--- config.mk ---
export PLATFORM = sky130hd
export DESIGN_NAME = priority_schedule_wait_times
export DESIGN_NICKNAME = d
export VERILOG_FILES = /design/src/rtl/pswt_pkg.sv /design/src/rtl/priority_schedule_wait_times.sv /design/src/rtl/pswt_ram.sv
export SDC_FILE = /design/constraint.sdc
export NUM_CORES = 1
export LEC_CHECK = 0
export BUFFER_PORTS_ARGS = -buffer_cell sky130_fd_sc_hd__buf_2
export CAP_MARGIN = 40
export CORE_ASPECT_RATIO = 1.1
export CORE_MARGIN = 10
export CORE_UTILIZATION = 30
export CTS_CLUSTER_SIZE = 40
export DETAILED_ROUTE_END_ITERATION = 12
export GPL_TIMING_DRIVEN = 1
export SETUP_SLACK_MARGIN = 0.05
export SKIP_LAST_GASP = 1
export SLEW_MARGIN = 15
export SYNTH_ARGS = -nofsm -noshare
export SYNTH_HDL_FRONTEND = slang
export SYNTH_SLANG_ARGS = --single-unit
--- constraint.sdc ---
create_clock -name i_clk -period 9.1 [get_ports i_clk]
set_clock_uncertainty 0.05 [all_clocks]
set_input_delay 0.455 -clock i_clk [delete_from_list [all_inputs] [get_ports i_clk]]
set_output_delay 0.455 -clock i_clk [all_outputs]
set_load 0.05 [all_outputs]
--- src/rtl/pswt_pkg.sv ---
// Shared types and constants for the priority schedule wait-time block.
`default_nettype none

package pswt_pkg;

    localparam int ARR_W   = 16;
    localparam int BURST_W = 16;
    localparam int PRIO_W  = 8;
    localparam int START_W = 20;
    localparam int WAIT_W  = 20;
    localparam int TAT_W   = 21;
    localparam int SUM_W   = 25;

    localparam int REC_W   = ARR_W + BURST_W + PRIO_W;
    localparam int IN_W    = ((REC_W + 7) / 8) * 8;
    localparam int RES_W   = REC_W + WAIT_W + TAT_W + 2 * SUM_W;
    localparam int OUT_W   = ((RES_W + 7) / 8) * 8;

    typedef struct packed {
        logic [PRIO_W-1:0]  prio;
        logic [BURST_W-1:0] burst;
        logic [ARR_W-1:0]   arrival;
    } t_rec;

    typedef struct packed {
        logic [SUM_W-1:0]   total_turnaround;
        logic [SUM_W-1:0]   total_wait;
        logic [TAT_W-1:0]   turnaround_ticks;
        logic [WAIT_W-1:0]  wait_ticks;
        t_rec               rec;
    } t_res;

    typedef enum logic [6:0] {
        S_LOAD  = 7'b0000001,
        S_RI    = 7'b0000010,
        S_RJ    = 7'b0000100,
        S_CMP   = 7'b0001000,
        S_WRI   = 7'b0010000,
        S_ERD   = 7'b0100000,
        S_ECALC = 7'b1000000
    } t_state;

endpackage

`default_nettype wire

--- src/rtl/priority_schedule_wait_times.sv ---
// Top level: loads process records, exchange-sorts them by priority, emits wait times.
// Records load at one beat per cycle while the block is in its load state. After the closing
// beat, each outer sort pass reads record i and the next, compares along the rest of the set and
// writes record i back. Results then leave one at a time (RAM read, then compute into the output
// register). The next set loads while the final result still waits in the output register.
// Reset (synchronous, active low) empties the record count and sums; record RAM is not cleared.
`default_nettype none

module priority_schedule_wait_times #(
    parameter int MAX_PROCS = 16
) (
    input  wire                       i_clk,
    input  wire                       i_rst_n,
    input  wire                       s_axis_tvalid,
    output logic                      s_axis_tready,
    // arrival[15:0], burst[31:16], prio[39:32]
    input  wire [pswt_pkg::IN_W-1:0]  s_axis_tdata,
    input  wire                       s_axis_tlast,
    output logic                      m_axis_tvalid,
    input  wire                       m_axis_tready,
    // out_arrival[15:0], out_burst[31:16], out_prio[39:32], wait_ticks[59:40],
    // turnaround_ticks[80:60], total_wait[105:81], total_turnaround[130:106]
    output logic [pswt_pkg::OUT_W-1:0] m_axis_tdata,
    output logic                      m_axis_tlast
);

    localparam int IW = $clog2(MAX_PROCS);
    localparam int CW = $clog2(MAX_PROCS + 1);
    localparam logic [CW-1:0] MAX_CNT = CW'(MAX_PROCS);

    pswt_pkg::t_state r_state, n_state;
    logic [CW-1:0] r_cnt, n_cnt;
    logic [CW-1:0] r_i, n_i;
    logic [CW-1:0] r_j, n_j;
    logic [CW-1:0] r_k, n_k;
    pswt_pkg::t_rec r_cur, n_cur;
    logic [pswt_pkg::START_W-1:0] r_start, n_start;
    logic [pswt_pkg::SUM_W-1:0] r_wsum, n_wsum;
    logic [pswt_pkg::SUM_W-1:0] r_tsum, n_tsum;
    pswt_pkg::t_res r_res, n_res;
    logic r_ovalid, n_ovalid;
    logic r_olast, n_olast;

    logic ram_we;
    logic [IW-1:0] ram_waddr;
    logic [IW-1:0] ram_raddr;
    pswt_pkg::t_rec ram_wdata;
    logic [pswt_pkg::REC_W-1:0] ram_rdata;

    pswt_pkg::t_rec rec_in, rd_rec;
    logic in_acc, out_free, k_last;
    logic [CW-1:0] cnt_inc, i_p1, j_p1, k_p1;
    logic [pswt_pkg::WAIT_W-1:0] wait_v;
    logic [pswt_pkg::TAT_W-1:0] tat_v;
    logic [pswt_pkg::SUM_W-1:0] wsum_v, tsum_v;

    pswt_ram #(
        .WIDTH(pswt_pkg::REC_W),
        .DEPTH(MAX_PROCS)
    ) u_rec_ram (
        .i_clk  (i_clk),
        .i_we   (ram_we),
        .i_waddr(ram_waddr),
        .i_wdata(ram_wdata),
        .i_raddr(ram_raddr),
        .o_rdata(ram_rdata)
    );

    assign s_axis_tready = (r_state == pswt_pkg::S_LOAD);
    assign m_axis_tvalid = r_ovalid;
    assign m_axis_tlast  = r_olast;
    assign m_axis_tdata  = {(pswt_pkg::OUT_W - pswt_pkg::RES_W)'(0), r_res};

    assign in_acc   = s_axis_tvalid && s_axis_tready;
    assign out_free = !r_ovalid || m_axis_tready;
    assign rec_in   = pswt_pkg::t_rec'(s_axis_tdata[pswt_pkg::REC_W-1:0]);
    assign rd_rec   = pswt_pkg::t_rec'(ram_rdata);
    assign cnt_inc  = (r_cnt < MAX_CNT) ? r_cnt + CW'(1) : r_cnt;
    assign i_p1     = r_i + CW'(1);
    assign j_p1     = r_j + CW'(1);
    assign k_p1     = r_k + CW'(1);
    assign k_last   = (k_p1 == r_cnt);

    // wait = max(0, start - arrival); turnaround = wait + burst
    assign wait_v = (r_start > pswt_pkg::START_W'(rd_rec.arrival))
                  ? r_start - pswt_pkg::START_W'(rd_rec.arrival) : '0;
    assign tat_v  = pswt_pkg::TAT_W'(wait_v) + pswt_pkg::TAT_W'(rd_rec.burst);
    assign wsum_v = r_wsum + pswt_pkg::SUM_W'(wait_v);
    assign tsum_v = r_tsum + pswt_pkg::SUM_W'(tat_v);

    always_comb begin
        n_state   = r_state;
        n_cnt     = r_cnt;
        n_i       = r_i;
        n_j       = r_j;
        n_k       = r_k;
        n_cur     = r_cur;
        n_start   = r_start;
        n_wsum    = r_wsum;
        n_tsum    = r_tsum;
        n_res     = r_res;
        n_ovalid  = r_ovalid && !m_axis_tready;
        n_olast   = r_olast;
        ram_we    = 1'b0;
        ram_waddr = r_cnt[IW-1:0];
        ram_wdata = rec_in;
        ram_raddr = r_k[IW-1:0];
        case (r_state)
            pswt_pkg::S_LOAD: begin
                if (in_acc) begin
                    ram_we = (r_cnt < MAX_CNT);
                    n_cnt  = cnt_inc;
                    if (s_axis_tlast) begin
                        n_i = '0;
                        n_k = '0;
                        n_state = (cnt_inc == CW'(1)) ? pswt_pkg::S_ERD : pswt_pkg::S_RI;
                    end
                end
            end
            pswt_pkg::S_RI: begin
                ram_raddr = r_i[IW-1:0];
                n_state   = pswt_pkg::S_RJ;
            end
            pswt_pkg::S_RJ: begin
                n_cur     = rd_rec;
                n_j       = i_p1;
                ram_raddr = i_p1[IW-1:0];
                n_state   = pswt_pkg::S_CMP;
            end
            pswt_pkg::S_CMP: begin
                ram_raddr = j_p1[IW-1:0];
                if (r_cur.prio > rd_rec.prio) begin
                    ram_we    = 1'b1;
                    ram_waddr = r_j[IW-1:0];
                    ram_wdata = r_cur;
                    n_cur     = rd_rec;
                end
                n_j = j_p1;
                if (j_p1 == r_cnt) begin
                    n_state = pswt_pkg::S_WRI;
                end
            end
            pswt_pkg::S_WRI: begin
                ram_we    = 1'b1;
                ram_waddr = r_i[IW-1:0];
                ram_wdata = r_cur;
                n_i       = i_p1;
                if (r_i + CW'(2) == r_cnt) begin
                    n_k     = '0;
                    n_state = pswt_pkg::S_ERD;
                end else begin
                    n_state = pswt_pkg::S_RI;
                end
            end
            pswt_pkg::S_ERD: begin
                n_state = pswt_pkg::S_ECALC;
            end
            pswt_pkg::S_ECALC: begin
                if (out_free) begin
                    n_ovalid                 = 1'b1;
                    n_olast                  = k_last;
                    n_res.rec                = rd_rec;
                    n_res.wait_ticks         = wait_v;
                    n_res.turnaround_ticks   = tat_v;
                    n_res.total_wait         = k_last ? wsum_v : '0;
                    n_res.total_turnaround   = k_last ? tsum_v : '0;
                    if (k_last) begin
                        n_cnt   = '0;
                        n_start = '0;
                        n_wsum  = '0;
                        n_tsum  = '0;
                        n_state = pswt_pkg::S_LOAD;
                    end else begin
                        n_start = r_start + pswt_pkg::START_W'(rd_rec.burst);
                        n_wsum  = wsum_v;
                        n_tsum  = tsum_v;
                        n_k     = k_p1;
                        n_state = pswt_pkg::S_ERD;
                    end
                end
            end
            default: begin
                n_state = pswt_pkg::S_LOAD;
            end
        endcase
    end

    always_ff @(posedge i_clk) begin
        if (!i_rst_n) begin
            r_state  <= pswt_pkg::S_LOAD;
            r_cnt    <= '0;
            r_i      <= '0;
            r_j      <= '0;
            r_k      <= '0;
            r_start  <= '0;
            r_wsum   <= '0;
            r_tsum   <= '0;
            r_ovalid <= 1'b0;
        end else begin
            r_state  <= n_state;
            r_cnt    <= n_cnt;
            r_i      <= n_i;
            r_j      <= n_j;
            r_k      <= n_k;
            r_start  <= n_start;
            r_wsum   <= n_wsum;
            r_tsum   <= n_tsum;
            r_ovalid <= n_ovalid;
        end
        r_cur   <= n_cur;
        r_res   <= n_res;
        r_olast <= n_olast;
    end

    a_cnt_bound: assert property (@(posedge i_clk) disable iff (!i_rst_n)
        r_cnt <= MAX_CNT)
        else $error("record count above store depth");

    a_cmp_range: assert property (@(posedge i_clk) disable iff (!i_rst_n)
        (r_state == pswt_pkg::S_CMP) |-> (r_j > r_i && r_j < r_cnt))
        else $error("inner sort index out of range");

    a_hold_emit: assert property (@(posedge i_clk) disable iff (!i_rst_n)
        (r_state == pswt_pkg::S_ECALC && r_ovalid && !m_axis_tready)
        |=> (r_state == pswt_pkg::S_ECALC))
        else $error("result computed while output register full");

    a_last_close: assert property (@(posedge i_clk) disable iff (!i_rst_n)
        (r_state == pswt_pkg::S_ECALC && out_free && k_last)
        |=> (r_state == pswt_pkg::S_LOAD && r_cnt == '0 && m_axis_tvalid && m_axis_tlast))
        else $error("set not closed after final result");

    a_totals_last: assert property (@(posedge i_clk) disable iff (!i_rst_n)
        (m_axis_tvalid && !m_axis_tlast)
        |-> (r_res.total_wait == '0 && r_res.total_turnaround == '0))
        else $error("totals nonzero on a non-final result");

endmodule

`default_nettype wire

--- src/rtl/pswt_ram.sv ---
// Generic simple dual-port RAM with one write port and a registered read port.
`default_nettype none

module pswt_ram #(
    parameter int WIDTH = 40,
    parameter int DEPTH = 16
) (
    input  wire                     i_clk,
    input  wire                     i_we,
    input  wire [$clog2(DEPTH)-1:0] i_waddr,
    input  wire [WIDTH-1:0]         i_wdata,
    input  wire [$clog2(DEPTH)-1:0] i_raddr,
    output logic [WIDTH-1:0]        o_rdata
);

    logic [WIDTH-1:0] r_mem [DEPTH];

    always_ff @(posedge i_clk) begin
        if (i_we) begin
            r_mem[i_waddr] <= i_wdata;
        end
        o_rdata <= r_mem[i_raddr];
    end

endmodule

`default_nettype wire

==> flow_metrics.env <==
export IMPL_grt_start_max_net_pins=155
export IMPL_timing_critical_path_mode_cell="a21oi_1"
export IMPL_setup_worst_path_class="register to register"
export IMPL_power_density_nw_per_um2=215
export IMPL_placed_cells=5231
export IMPL_yosys_top_cells_area="edfxtp_1, dfxtp_1, nand2_1, nand3_1, ha_1"
export IMPL_drtIter0Drc=2664
export IMPL_post_synth_inst_count=3367
export IMPL_die_w_um=372
export IMPL_seq_area_frac_synth=0.664
export IMPL_ratio_of_cells_with_drive_above_1_in_the_final_layout=0.127
export IMPL_syn_mean_instance_area_um2=12.2
export IMPL_synth_lib_cells_used_distinct=68
export IMPL_globalRouteTotalUtil=0.150
export IMPL_fill_cells=13221
export IMPL_multiInputGateArea_um2=12900
export IMPL_antenna_found_initial=31
export IMPL_clkSinkCount=950
export IMPL_share_of_synthesized_registers_carrying_an_async_set_or_reset=0
export IMPL_postRouteAntennaNets=0
export IMPL_grt_setup_unrepaired="false"
export IMPL_status="complete, no violations"
export IMPL_htree_depth=3
export IMPL_clk_transition_reported_paths_ps=60
export IMPL_dieHeight_um=407
export IMPL_crit_arrival_ps=8190
export IMPL_timing_max_cap_violations=0
export IMPL_routed_wire_length_per_instance_um=22.0
export IMPL_drt_pass1_iterations=6
export IMPL_synthDominantAreaCellType="edfxtp_1"
export IMPL_commonest_cells_after_routing_fill_and_taps_aside="edfxtp_1, nand2_1, nand3_1"
export IMPL_leakagePower_nw=16.5
export IMPL_clock_tree_from_tritoncts="built"
export IMPL_irDropWorstVdd_mv=0.154
export IMPL_critPathMaxFanout=19
export IMPL_synth_edf_count=812
export IMPL_cts_root_buf="clkbuf_16"
export IMPL_global_route_wire_length_before_repair_um=174000
export IMPL_timing_critical_path_from_type="register"
export IMPL_num_nets_final=3680
export IMPL_min_delay_path_class="input port to register"
export IMPL_gp_congestion=0.885
export IMPL_post_syn_area_um2=40900
export IMPL_fp_dieArea_um2=152000
export IMPL_hold_fix_buffers_at_cts=0
export IMPL_totalNegativeSetupSlack_ps=0
export IMPL_design_core_area_um2=136000
export IMPL_setup_viol_count_final=0
export IMPL_vias=27560
export IMPL_boundaryPins=184
export IMPL_vias_in_the_first_global_route=26382
export IMPL_cts_max_path_buffers=3
export IMPL_slowest_delay_ps=570
export IMPL_main_flop_type_after_synthesis="edfxtp_1"
export IMPL_worst_slew_pin_slew_ps=896
export IMPL_drc_viols=0
export IMPL_syn_to_final_growth_pct=15.6
export IMPL_io_buffers=178
export IMPL_hold_violations=0
export IMPL_finalWirelength_um=119000
export IMPL_endpoint_kind="register"
export IMPL_cts_repair_resize_count=0
export IMPL_layout_cells_most_common="edfxtp_1"
export IMPL_sequential_cell_area_um2=27100
export IMPL_report_final_slew_viol_count=0
export IMPL_post_dr_vias_cell=5.09
export IMPL_synthesis_yosys_warnings=0
export IMPL_synth_seq_cells=950
export IMPL_final_min_clock_period_ps=7840
export IMPL_finish_cell_count_without_fillers=5410
export IMPL_rows=142
export IMPL_clk_insertion_delay_late_ps=680
export IMPL_timing_fmax_mhz=128
export IMPL_worstPathRequired_ps=9450
export IMPL_cp_slowest_cell="o41ai_1"
export IMPL_synth_largest_type_area_fraction=0.596
export IMPL_remaining_overflow_grt=0
export IMPL_detailedPlacementHpwl_um=72700
export IMPL_clock_buffer_count_from_cts=91
export IMPL_finalCritPeriodShare=0.861
export IMPL_initial_standard_cell_utilization_of_the_core=0.301
export IMPL_max_slew_margin_rel=0.402
export IMPL_fin_hold_ws_ps=234
export IMPL_postCtsSetupRepairBufs=0
## logic make-up after synthesis
group	count (synthesis)	synth area share
AO/OA/AOI/OAI	555	0.0933
buffers and inverters	240	0.0266
adder cells (fa/ha/maj)	108	0.0339
flip-flops	950	0.664
other	1	0.0000917
multiplexers	44	0.0120
AND/OR/NAND/NOR	1360	0.147
XOR/XNOR	109	0.0233
## registers in the layout (all words and copies together), names as in the netlist
| name | cells |
|---|---|
| r_cnt | 5 |
| r_state | 7 |
| r_i | 5 |
| r_tsum | 25 |
| r_j | 5 |
| u_rec_ram.r_mem | 640 |
| m_axis_tlast | 1 |
| m_axis_tdata | 131 |
| u_rec_ram.o_rdata | 40 |
| r_cur | 40 |
| m_axis_tvalid | 1 |
| r_wsum | 25 |
| r_start | 20 |
| r_k | 5 |
## cell usage after synthesis (all sizes together) (8+ instances only)
| cell | count |
|---|---|
| nand2b | 18 |
| and2 | 52 |
| and3 | 49 |
| a21oi | 100 |
| a311oi | 95 |
| buf | 72 |
| a211oi | 44 |
| xor2 | 41 |
| xnor2 | 68 |
| o21a | 23 |
| a21boi | 9 |
| a221oi | 8 |
| a31oi | 54 |
| nor3 | 28 |
| inv | 55 |
| a21o | 38 |
| clkbuf | 113 |
| nand4 | 12 |
| mux2 | 41 |
| nand3 | 273 |
| dfxtp | 138 |
| nand2 | 687 |
| o21ai | 105 |
| ha | 103 |
| a221o | 9 |
| a22oi | 24 |
| nor2b | 27 |
| nor2 | 176 |
| edfxtp | 812 |
## area by class of cell
class,count,share of cell area
Antenna cell,6,0.000318
Clock buffer,131,0.0537
Clock inverter,39,0.00902
Inverter,55,0.00447
Multi-Input combinational cell,2181,0.273
Sequential cell,950,0.574
Tap cell,1800,0.0476
Timing Repair Buffer,248,0.0377
## path summary, 6_finish.rpt
kind                                       startpoint                end  slack [ps]  cells past startpoint
worst min register to register  u_rec_ram.o_rdata[14]          r_cur[14]         400                      0
worst min-delay path                          i_rst_n         r_state[3]         230                      3
worst max register to register             r_start[0]  m_axis_tdata[127]        1260                     32
worst max-delay path                       r_start[0]  m_axis_tdata[127]        1260                     32
## per-layer routing
metal	GRT usage	vias to the layer above	routed length [um]
met5	0	-	113
met1	0.199	13723	50200
met3	0.0239	162	8640
li1	-	12691	-
met4	0.0504	16	3100
met2	0.249	968	56600
## stage by stage
stage	cell area, um^2	power (mW)	util	setup slack, ps
after floorplan	40900	5.93	-	2070
after global placement	43800	6.44	0.323	1490
after detailed placement	44200	6.48	0.326	1270
after CTS	47200	10.2	0.347	1270
after global routing	47300	10.5	0.348	512
final	47300	10.2	0.348	1260
## critical path: cells and delay by family (launching register included)
family          cells  cell delay (ps)
compound gates     14             3840
xor+xnor            2              270
simple gates        8             1250
buf+inv             3              400
flops               1              330
fa+ha+maj           5             1430
## power breakdown
group | switching [mW] | internal, mW
Clock | 1.64 | 2.12
Sequential | 0.194 | 5.00
Combinational | 0.803 | 0.403
Total | 2.64 | 7.53
(Power assumes the default switching activity.)
